<file path="src/hdl/jcs_pkg.sv">
package jcs_pkg;

    localparam int FIFO_DEPTH = 4;

    localparam logic [7:0] CH_SLASH  = 8'h2F;
    localparam logic [7:0] CH_STAR   = 8'h2A;
    localparam logic [7:0] CH_QUOTE  = 8'h22;
    localparam logic [7:0] CH_BSLASH = 8'h5C;
    localparam logic [7:0] CH_NL     = 8'h0A;

    typedef enum logic [2:0] {
        MODE_NORMAL     = 3'd0,
        MODE_STR        = 3'd1,
        MODE_STR_ESC    = 3'd2,
        MODE_SLASH      = 3'd3,
        MODE_LINE       = 3'd4,
        MODE_BLOCK      = 3'd5,
        MODE_BLOCK_STAR = 3'd6
    } mode_t;

    typedef struct packed {
        logic [7:0] data;
        logic       has_byte;
        logic       last;
    } result_t;

    // Results caused by the byte on the input port, plus the current mode.
    typedef struct packed {
        logic [1:0] count;
        result_t    first;
        result_t    second;
        mode_t      mode;
    } lex_t;

endpackage

</file>
<file path="src/hdl/jsonc_comment_stripper.sv">
// Channel  Handshake             Beat payload
// -------  --------------------  ---------------------------
// in       in_valid / in_ready   in_byte, in_last
// out      out_valid / out_ready out_byte, has_byte, out_last
//
// One input beat per cycle while in_ready is high; each result is queued.
// A byte that releases a held slash yields two results, and the output side
// pops them one at a time; the result queue (DEPTH entries) absorbs the burst.
// in_ready is high while the queue holds at most DEPTH-2 results.
// Reset clears the lexer mode and empties the queue; no clearing pass.
// An output stall only fills the queue; input stalls leave the state alone.
module jsonc_comment_stripper
#(
    parameter int DEPTH = jcs_pkg::FIFO_DEPTH
)
(
    input  logic       clk,
    input  logic       rst_n,
    input  logic       in_valid,
    output logic       in_ready,
    input  logic [7:0] in_byte,
    input  logic       in_last,
    output logic       out_valid,
    input  logic       out_ready,
    output logic [7:0] out_byte,
    output logic       has_byte,
    output logic       out_last
);

    localparam int LW = $clog2(DEPTH + 1);

    jcs_pkg::lex_t    lex;
    jcs_pkg::result_t head;
    logic [LW-1:0]    level;
    logic             take;
    logic [1:0]       push_count;

    assign take       = in_valid && in_ready;
    assign push_count = take ? lex.count : 2'd0;

    jcs_lexer u_lexer
    (
        .clk     (clk),
        .rst_n   (rst_n),
        .take    (take),
        .in_byte (in_byte),
        .in_last (in_last),
        .lex     (lex)
    );

    jcs_result_fifo #(.DEPTH(DEPTH)) u_fifo
    (
        .clk        (clk),
        .rst_n      (rst_n),
        .push_count (push_count),
        .push0      (lex.first),
        .push1      (lex.second),
        .pop        (out_ready),
        .head       (head),
        .level      (level)
    );

    // Keep room for two results so any accepted beat fits.
    assign in_ready  = (level <= LW'(DEPTH - 2));
    assign out_valid = (level != '0);
    assign out_byte  = head.data;
    assign has_byte  = head.has_byte;
    assign out_last  = head.last;

`ifndef NO_ASSERTIONS
    a_mode_rearm: assert property (@(posedge clk) disable iff (!rst_n)
        take && in_last |=> lex.mode == jcs_pkg::MODE_NORMAL)
        else $error("lexer mode not back to normal after final beat");

    a_last_emits: assert property (@(posedge clk) disable iff (!rst_n)
        take && in_last |-> lex.count != 2'd0)
        else $error("final beat produced no result");

    a_level_bound: assert property (@(posedge clk) disable iff (!rst_n)
        level <= LW'(DEPTH))
        else $error("result queue overflow");

    a_level_hold: assert property (@(posedge clk) disable iff (!rst_n)
        !take && !(out_valid && out_ready) |=> $stable(level))
        else $error("queue level moved without a beat");
`endif

endmodule

</file>
<file path="src/hdl/jcs_lexer.sv">
module jcs_lexer
(
    input  logic          clk,
    input  logic          rst_n,
    input  logic          take,
    input  logic [7:0]    in_byte,
    input  logic          in_last,
    output jcs_pkg::lex_t lex
);

    jcs_pkg::mode_t   mode_reg;
    jcs_pkg::mode_t   mode_next;
    logic [1:0]       count;
    jcs_pkg::result_t r0;
    jcs_pkg::result_t r1;

    always_comb
    begin
        count     = 2'd0;
        r0        = '0;
        r1        = '0;
        mode_next = mode_reg;
        case (mode_reg)
            jcs_pkg::MODE_STR:
            begin
                count = 2'd1;
                r0    = '{data: in_byte, has_byte: 1'b1, last: 1'b0};
                if (in_byte == jcs_pkg::CH_BSLASH)
                    mode_next = jcs_pkg::MODE_STR_ESC;
                else if (in_byte == jcs_pkg::CH_QUOTE)
                    mode_next = jcs_pkg::MODE_NORMAL;
                else
                    mode_next = jcs_pkg::MODE_STR;
            end
            jcs_pkg::MODE_STR_ESC:
            begin
                count     = 2'd1;
                r0        = '{data: in_byte, has_byte: 1'b1, last: 1'b0};
                mode_next = jcs_pkg::MODE_STR;
            end
            jcs_pkg::MODE_SLASH:
            begin
                if (in_byte == jcs_pkg::CH_SLASH && !in_last)
                    mode_next = jcs_pkg::MODE_LINE;
                else if (in_byte == jcs_pkg::CH_SLASH)
                    mode_next = jcs_pkg::MODE_LINE;
                else if (in_byte == jcs_pkg::CH_STAR)
                    mode_next = jcs_pkg::MODE_BLOCK;
                else
                begin
                    // Release the held slash, then treat the byte as plain text.
                    count = 2'd2;
                    r0    = '{data: jcs_pkg::CH_SLASH, has_byte: 1'b1, last: 1'b0};
                    r1    = '{data: in_byte, has_byte: 1'b1, last: 1'b0};
                    if (in_byte == jcs_pkg::CH_QUOTE)
                        mode_next = jcs_pkg::MODE_STR;
                    else
                        mode_next = jcs_pkg::MODE_NORMAL;
                end
            end
            jcs_pkg::MODE_LINE:
            begin
                if (in_byte == jcs_pkg::CH_NL)
                begin
                    count     = 2'd1;
                    r0        = '{data: in_byte, has_byte: 1'b1, last: 1'b0};
                    mode_next = jcs_pkg::MODE_NORMAL;
                end
            end
            jcs_pkg::MODE_BLOCK:
            begin
                if (in_byte == jcs_pkg::CH_STAR)
                    mode_next = jcs_pkg::MODE_BLOCK_STAR;
            end
            jcs_pkg::MODE_BLOCK_STAR:
            begin
                if (in_byte == jcs_pkg::CH_SLASH)
                    mode_next = jcs_pkg::MODE_NORMAL;
                else if (in_byte == jcs_pkg::CH_STAR)
                    mode_next = jcs_pkg::MODE_BLOCK_STAR;
                else
                    mode_next = jcs_pkg::MODE_BLOCK;
            end
            default:
            begin
                if (in_byte == jcs_pkg::CH_SLASH && !in_last)
                    mode_next = jcs_pkg::MODE_SLASH;
                else
                begin
                    count = 2'd1;
                    r0    = '{data: in_byte, has_byte: 1'b1, last: 1'b0};
                    if (in_byte == jcs_pkg::CH_QUOTE)
                        mode_next = jcs_pkg::MODE_STR;
                    else
                        mode_next = jcs_pkg::MODE_NORMAL;
                end
            end
        endcase

        // Mark the final result, or make a bare end marker if nothing came out.
        if (in_last)
        begin
            mode_next = jcs_pkg::MODE_NORMAL;
            if (count == 2'd0)
            begin
                count = 2'd1;
                r0    = '{data: 8'd0, has_byte: 1'b0, last: 1'b1};
            end
            else if (count == 2'd1)
                r0.last = 1'b1;
            else
                r1.last = 1'b1;
        end
    end

    always_ff @(posedge clk or negedge rst_n)
    begin
        if (!rst_n)
            mode_reg <= jcs_pkg::MODE_NORMAL;
        else if (take)
            mode_reg <= mode_next;
    end

    assign lex = '{count: count, first: r0, second: r1, mode: mode_reg};

endmodule

</file>
<file path="src/hdl/jcs_result_fifo.sv">
module jcs_result_fifo
#(
    parameter int DEPTH = jcs_pkg::FIFO_DEPTH
)
(
    input  logic                         clk,
    input  logic                         rst_n,
    input  logic [1:0]                   push_count,
    input  jcs_pkg::result_t             push0,
    input  jcs_pkg::result_t             push1,
    input  logic                         pop,
    output jcs_pkg::result_t             head,
    output logic [$clog2(DEPTH+1)-1:0]   level
);

    localparam int AW = $clog2(DEPTH);
    localparam int LW = $clog2(DEPTH + 1);

    jcs_pkg::result_t mem_reg [DEPTH];
    logic [AW-1:0]    wr_ptr_reg;
    logic [AW-1:0]    wr_ptr_next;
    logic [AW-1:0]    wr_ptr_inc;
    logic [AW-1:0]    rd_ptr_reg;
    logic [AW-1:0]    rd_ptr_next;
    logic [LW-1:0]    level_reg;
    logic [LW-1:0]    level_next;
    logic             do_pop;

    function automatic logic [AW-1:0] ptr_inc(input logic [AW-1:0] p);
        if (p == AW'(DEPTH - 1))
            return '0;
        else
            return p + 1'b1;
    endfunction

    assign do_pop     = pop && (level_reg != '0);
    assign wr_ptr_inc = ptr_inc(wr_ptr_reg);

    always_comb
    begin
        case (push_count)
            2'd1:    wr_ptr_next = wr_ptr_inc;
            2'd2:    wr_ptr_next = ptr_inc(wr_ptr_inc);
            default: wr_ptr_next = wr_ptr_reg;
        endcase
        rd_ptr_next = do_pop ? ptr_inc(rd_ptr_reg) : rd_ptr_reg;
        level_next  = level_reg + LW'(push_count) - LW'(do_pop);
    end

    always_ff @(posedge clk or negedge rst_n)
    begin
        if (!rst_n)
        begin
            wr_ptr_reg <= '0;
            rd_ptr_reg <= '0;
            level_reg  <= '0;
        end
        else
        begin
            wr_ptr_reg <= wr_ptr_next;
            rd_ptr_reg <= rd_ptr_next;
            level_reg  <= level_next;
        end
    end

    always_ff @(posedge clk)
    begin
        if (push_count != 2'd0)
            mem_reg[wr_ptr_reg] <= push0;
        if (push_count == 2'd2)
            mem_reg[wr_ptr_inc] <= push1;
    end

    assign head  = mem_reg[rd_ptr_reg];
    assign level = level_reg;

endmodule

</file>
<file path="config.mk">
export PLATFORM = sky130hd
export DESIGN_NAME = jsonc_comment_stripper
export DESIGN_NICKNAME = d
export VERILOG_FILES = /design/src/hdl/jcs_pkg.sv /design/src/hdl/jsonc_comment_stripper.sv /design/src/hdl/jcs_lexer.sv /design/src/hdl/jcs_result_fifo.sv
export SDC_FILE = /design/constraint.sdc
export NUM_CORES = 1
export LEC_CHECK = 0
export BUFFER_PORTS_ARGS = -buffer_cell sky130_fd_sc_hd__buf_4
export CELL_PAD_IN_SITES_DETAIL_PLACEMENT = 0
export CELL_PAD_IN_SITES_GLOBAL_PLACEMENT = 1
export CORE_MARGIN = 4
export CORE_UTILIZATION = 50
export DETAILED_ROUTE_END_ITERATION = 6
export PLACE_DENSITY_LB_ADDON = 0.1
export SYNTH_ARGS = -nofsm -noshare
export SYNTH_HDL_FRONTEND = slang
export SYNTH_SLANG_ARGS = --single-unit
</file>
<file path="constraint.sdc">
create_clock -name clk -period 5.45 [get_ports clk]
set_input_delay 0.545 -clock clk [delete_from_list [all_inputs] [get_ports clk]]
set_output_delay 0.545 -clock clk [all_outputs]
set_load 0.03 [all_outputs]
</file>
* Word level (Yosys, flattened, before mapping)
Memories as Yosys holds them, arrays and structs flattened.
Index checks and enable logic that the tools add are counted.
** Operators by class
- $add $sub $neg :: 5
- Magnitude comparators :: 1
- Equal/unequal tests :: 19
- Mux-type cells :: 47
- Reductions and logical operators :: 11
** Operators by type and width (count)
- 10-bit 2-to-1 mux :: 9
- 10-bit case mux with 4 select lines :: 1
- 3-bit 2-to-1 mux :: 9
- 8-bit by 6-bit equality test with 1-bit output (second input constant) :: 3
- 2-bit 2-to-1 mux :: 10
- 3-bit case mux with 6 select lines :: 1
- 1-bit 2-to-1 mux :: 13
- 3-bit equality test (second input constant) :: 3
- 9-bit 2-to-1 mux :: 1
- 2-bit equality test (second input constant) :: 4
- 8-bit by 4-bit equality test with 1-bit output (second input constant) :: 1
- 8-bit by 7-bit equality test with 1-bit output (second input constant) :: 1
- 8-bit 2-to-1 mux :: 1
- 2-bit case mux with 4 select lines :: 1
- 2-bit by 1-bit adder with 2-bit output (second input constant) :: 3
- 3-bit by 2-bit equality test with 1-bit output (second input constant) :: 2
- 3-bit by 2-bit inequality test with 1-bit output (second input constant) :: 2
- 2-bit by 1-bit equality test with 1-bit output (second input constant) :: 2
- 2-bit case mux with 2 select lines :: 1
- 2-bit nonzero test :: 2
- 2-bit OR reduction :: 2
- 3-bit by 2-bit adder with 3-bit output :: 1
- 3-bit by 1-bit equality test with 1-bit output (second input constant) :: 1
- 3-bit by 2-bit <= comparator with 1-bit output (second input constant) :: 1
- other kinds (6) :: 8
** Storage, ports and cells
- Flip-flop bits (word level) :: 10
- Memory bits (writable) :: 40
- Input bits :: 13
- Logic and storage cells :: 88
- Memories kept :: 1
** Memory list
- u_fifo.mem_reg :: words 4, bits a word 10, rd ports 1, clocked after Yosys merged registers in 0, write ports 2, line jcs_result_fifo.sv:19 : jcs_pkg::result_t mem_reg [DEPTH];

* Logic depth before layout (Yosys ltp)
- Depth in word-level cells :: 12
- Depth in mapped cells :: 15
- Mapped depth without buffers :: 11

* Modules after synthesis
A second synthesis with hierarchy kept.
** Unflattened totals
- Cell total of the unflattened synthesis :: 255
- Area, all modules :: 3281.9 um2
** By module, submodules not included
- jcs_result_fifo :: times used 1, cells an instance 152, area each 2504.9 um2, sequential area each 1376.3 um2
- jcs_lexer :: times used 1, cells an instance 97, area each 733.2 um2, sequential area each 75.1 um2
- jsonc_comment_stripper :: times used 1, cells an instance 6, area each 43.8 um2, sequential area each 0.0 um2

* Worst setup path before layout
No wires, ideal clock.
- Path type :: input -> register
- Start :: input port in_byte[4]
- End :: memory u_fifo.mem_reg[1][6] (netlist bit), data pin
- Library setup time :: 255 ps
- Arrival time :: 3344 ps
- Required time :: 5195 ps
- Path slack :: 1851 ps
- Stages :: 13
- Path through :: or4b_1 buf_6 o41ai_2 nand2_1 a21o_1 ha_1 clkbuf_1 and2_1 clkbuf_1 xnor2_1 a32oi_1 o21ai_0 and2_1
** RTL lines
- start, declared :: line jsonc_comment_stripper.sv:21 : input logic [7:0] in_byte,
- end, declared :: line jcs_result_fifo.sv:19

==> impl_results.html <==
<table>
<tr><th>Metric</th><th>Value</th></tr>
<tr><th colspan="2">Die</th></tr>
<tr><td>Placeable core region</td><td>6350 µm²</td></tr>
<tr><td>Count of standard-cell rows</td><td>29</td></tr>
<tr><td>Starting density of the core</td><td>0.514</td></tr>
<tr><td>Overall die area</td><td>7890 µm²</td></tr>
<tr><td>Die Y</td><td>88.8 µm</td></tr>
<tr><td>Horizontal die dimension</td><td>88.8 µm</td></tr>
<tr><td>Top-level port count</td><td>25</td></tr>
<tr><th colspan="2">CTS</th></tr>
<tr><td>Clock Tree Buf Depth</td><td>2</td></tr>
<tr><td>Number of CTS-inserted buffers</td><td>5</td></tr>
<tr><td>Number of buffers inserted to repair setup after CTS</td><td>0</td></tr>
<tr><td>Clock latency of the later-clocked register in the worst-skew pair</td><td>0.30 ns</td></tr>
<tr><td>Total of cells resized after clock tree synthesis</td><td>0</td></tr>
<tr><td>Reg clk slew, reported paths</td><td>0.10 ns</td></tr>
<tr><td>Buffer cell driving the clock tree root</td><td>clkbuf_8</td></tr>
<tr><td>Clk sinks</td><td>50</td></tr>
<tr><td>CTS Hold Buffers Added</td><td>0</td></tr>
<tr><td>TritonCTS clock tree</td><td>yes</td></tr>
<tr><td>CTS H-Tree Depth</td><td>2</td></tr>
<tr><th colspan="2">Timing</th></tr>
<tr><td>Setup Total Neg Slack</td><td>0 ns</td></tr>
<tr><td>FMAX</td><td>0.261 GHz</td></tr>
<tr><td>Shortest clock period the worst path allows after layout</td><td>3.84 ns</td></tr>
<tr><td>Post-Route Skew</td><td>0.00503 ns</td></tr>
<tr><td>Unrepaired setup endpoints after global routing</td><td>false</td></tr>
<tr><td>Worst slew pin tran</td><td>0.793 ns</td></tr>
<tr><td>Number of pins with negative max-slew slack in the final report</td><td>0</td></tr>
<tr><td>Slack of the critical path</td><td>1.61 ns</td></tr>
<tr><td>Worst slew margin relative to its limit</td><td>0.465</td></tr>
<tr><td>Final critical-path share of the clock period</td><td>0.704</td></tr>
<tr><td>Final count of negative-setup-slack endpoints</td><td>0</td></tr>
<tr><td>Final count of hold timing violations</td><td>0</td></tr>
<tr><th colspan="2">Synthesis</th></tr>
<tr><td>Syn Std Cell Area</td><td>3270 µm²</td></tr>
<tr><td>Proportion of netlist area held by the largest area contributor</td><td>0.368</td></tr>
<tr><td>Unique masters post-synth</td><td>58</td></tr>
<tr><td>Synth area leaders</td><td>edfxtp_1, dfrtp_1, mux4_2</td></tr>
<tr><td>Syn nets</td><td>331</td></tr>
<tr><td>Cell taking the most area after synthesis</td><td>edfxtp_1</td></tr>
<tr><td>Number of flops mapped to enable cells by yosys</td><td>40</td></tr>
<tr><td>Number of warning messages in the yosys log</td><td>0</td></tr>
<tr><td>Post-synth ARST share</td><td>0.200</td></tr>
<tr><td>Primary flip-flop cell chosen by synthesis mapping</td><td>edfxtp_1</td></tr>
<tr><td>Mapped Avg Cell Area</td><td>10.7 µm²</td></tr>
<tr><td>Complex-gate fraction of the synthesized area</td><td>0.183</td></tr>
<tr><td>Parity-gate share of the synthesized area counting xor and xnor cells</td><td>0.0241</td></tr>
<tr><td>Sequential area share after synthesis</td><td>0.444</td></tr>
<tr><td>Multiplexer area fraction after synthesis</td><td>0.0724</td></tr>
<tr><td>Adder-Cell Fraction of Synth Area</td><td>0.0559</td></tr>
<tr><td>Largest family of logic cells by synthesized area</td><td>compound AO/OA/AOI/OAI gates</td></tr>
<tr><td>Simple-gate portion of the synthesized area</td><td>0.164</td></tr>
<tr><td>Number of register bits inferred by synthesis</td><td>50</td></tr>
<tr><td>Gate Count Post-Synth</td><td>304</td></tr>
<tr><th colspan="2">Route</th></tr>
<tr><td>Drt via density</td><td>5.87</td></tr>
<tr><td>Avg WL per Cell</td><td>17.7 µm</td></tr>
<tr><td>DRT antenna net count</td><td>0</td></tr>
<tr><td>Violation count after the first detailed-route iteration</td><td>143</td></tr>
<tr><td>Pre-antenna DRT Iters</td><td>4</td></tr>
<tr><td>WL final</td><td>7.01 mm</td></tr>
<tr><td>Remaining DRCs</td><td>0</td></tr>
<tr><td>Number of vias in the routed layout</td><td>2329</td></tr>
<tr><th colspan="2">Placed design</th></tr>
<tr><td># port buffers</td><td>24</td></tr>
<tr><td>Pre-CTS setup slack</td><td>1.37 ns</td></tr>
<tr><td>Placer congestion estimate</td><td>0.934</td></tr>
<tr><td>Placed cell area</td><td>3460 µm²</td></tr>
<tr><td>Detailed Place HPWL</td><td>5.39 mm</td></tr>
<tr><th colspan="2">Global route</th></tr>
<tr><td>Wire length of the first global-routing pass</td><td>11.8 mm</td></tr>
<tr><td>Met3 routing resource usage after global routing</td><td>0.0317</td></tr>
<tr><td>Pin count of the biggest net entering global routing</td><td>21</td></tr>
<tr><td>Met1 track demand over resource</td><td>0.299</td></tr>
<tr><td>Aggregate global-route resource usage</td><td>0.197</td></tr>
<tr><td>Global-route track usage on met2</td><td>0.294</td></tr>
<tr><td>Most used routing layer in global routing</td><td>met1</td></tr>
<tr><td>Global-route congestion overflow total</td><td>0</td></tr>
<tr><td>Initial antenna violation count</td><td>0</td></tr>
<tr><td>Via count of the first global-routing pass</td><td>2188</td></tr>
<tr><th colspan="2">Finish</th></tr>
<tr><td>Flip-flop count of the largest register, all copies and words added</td><td>40</td></tr>
<tr><td>Post-layout net count</td><td>346</td></tr>
<tr><td>Post-Layout Inst Area</td><td>3550 µm²</td></tr>
<tr><td>Flip-flop and latch area</td><td>1450 µm²</td></tr>
<tr><td>Fillers</td><td>568</td></tr>
<tr><td>Antenna diode instance count</td><td>0</td></tr>
<tr><td>Relative area change from synthesis to final layout</td><td>8.81%</td></tr>
<tr><td>Share of cells above drive strength 1</td><td>0.188</td></tr>
<tr><td>Multi-input logic area</td><td>1630 µm²</td></tr>
<tr><th colspan="2">Critical path</th></tr>
<tr><td>Critical Path Start Type</td><td>input port</td></tr>
<tr><td>Data arrival at the endpoint of the critical path</td><td>3.90 ns</td></tr>
<tr><td>Type of the worst setup path</td><td>in2reg</td></tr>
<tr><td>Highest net fanout along the worst path</td><td>10</td></tr>
<tr><td>Kind of capture point of the worst setup path</td><td>flop</td></tr>
<tr><td>Data required time of the worst path</td><td>5.52 ns</td></tr>
<tr><th colspan="2">Pwr</th></tr>
<tr><td>Worst ir drop on vdd</td><td>0.253 mV</td></tr>
<tr><td>PnR Total Power</td><td>0.00129 W</td></tr>
<tr><td>Leak Pwr</td><td>1.28 nW</td></tr>
<tr><td>Cell Pwr Density</td><td>362 nW/µm²</td></tr>
<tr><th colspan="2">Run</th></tr>
<tr><td>Max-capacitance violation count</td><td>0</td></tr>
<tr><th colspan="2">Status</th></tr>
<tr><td>Status</td><td>completed</td></tr>
<tr><th colspan="2">Hold path</th></tr>
<tr><td>Kind of path behind the tightest hold check</td><td>in2async</td></tr>
</table>
[cell usage in the layout, fill, tap and decap left out, drive strengths merged, types with 3 or more instances in the layout]
master and count:
buf 28, and2 21, inv 20, a31oi 4, mux4 10, a21o 3, a32oi 4, o21ai 34
a22o 6, nand2 26, nor2 13, ha 13, xor2 3, clkbuf 5, nand3 8, nand2b 5
xnor2 6, a32o 3, and3 6, a21oi 12, dfrtp 10, nor3 4, edfxtp 40
[metrics by stage]
stage	utilization	hold slack (ns)	instances
detailed placement	0.545	0.389	389
finish	0.560	0.0515	397
global placement	0.545	0.388	389
global route	0.560	0.0453	397
floorplan	-	0.249	304
CTS	0.560	0.0541	397
[routing by layer]
metal	wire [µm]	part of all wire	up-vias
met5	0	0	-
met3	319	0.045	10
li1	-	-	1160
met1	3340	0.48	1098
met4	110	0.016	0
met2	3240	0.46	61
[synth_stat cells, types with 4 or more instances]
master    count
nand3_1       8
clkbuf_1     11
a31oi_1       4
mux4_2       10
buf_4         5
a21oi_1       8
and2_1       20
dfrtp_1      10
inv_1        20
and3_1        6
nand2b_1      5
edfxtp_1     40
a21oi_2       4
a32oi_1       4
xnor2_1       6
nor2_1       13
a22o_1        6
nand2_1      26
o21ai_1       4
o21ai_0      29
nor3_1        4
ha_1         13
[path summary, 6_finish.rpt]
kind,startpoint,endpoint,slack (ns),cells past startpoint
max in group asynchronous,rst_n,u_lexer.mode_reg[1],5.24,1
setup reg to reg,u_lexer.mode_reg[2],u_fifo.mem_reg[1][8],1.95,11
hold reg to reg,u_fifo.level[2],u_fifo.level[2],0.62,2
setup / recovery,in_byte[4],u_fifo.mem_reg[1][8],1.61,12
hold / removal,rst_n,u_fifo.rd_ptr_reg[0],0.05,1
min in group clk,in_byte[4],u_fifo.mem_reg[1][6],0.57,2
[final cells by class]
cell class / instances / share of cell area
multi-input cells: 214 / 0.459
flip-flops and latches: 50 / 0.408
repair buffers: 28 / 0.0592
well taps: 77 / 0.0271
inverters: 20 / 0.0211
clock buffers: 5 / 0.0194
clock inverters: 3 / 0.00599
[critical path, stage by stage]
cell and delay [ns]:
buf_4 0.13, or4b_1 0.70, o311ai_4 0.44, o211ai_4 0.22
nor2_1 0.34, a21o_1 0.19, ha_1 0.32, and2_1 0.31
xnor2_1 0.09, a32oi_1 0.16, o21ai_0 0.23, and2_1 0.23
[power breakdown]
group | internal, W | leakage [nW] | switching [W]
registers | 0.000478 | 0.478 | 0.0000711
clock network | 0.0000904 | 0.0441 | 0.000126
logic | 0.000237 | 0.762 | 0.000282
total | 0.000806 | 1.28 | 0.000479
[cells by family after synthesis]
group | Yosys count
simple gates | 98
compound gates | 82
flops | 50
buf+inv | 40
fa+ha+maj | 14
mux | 11
xor+xnor | 9
Note: power is estimated with default switching activity, not from simulation.
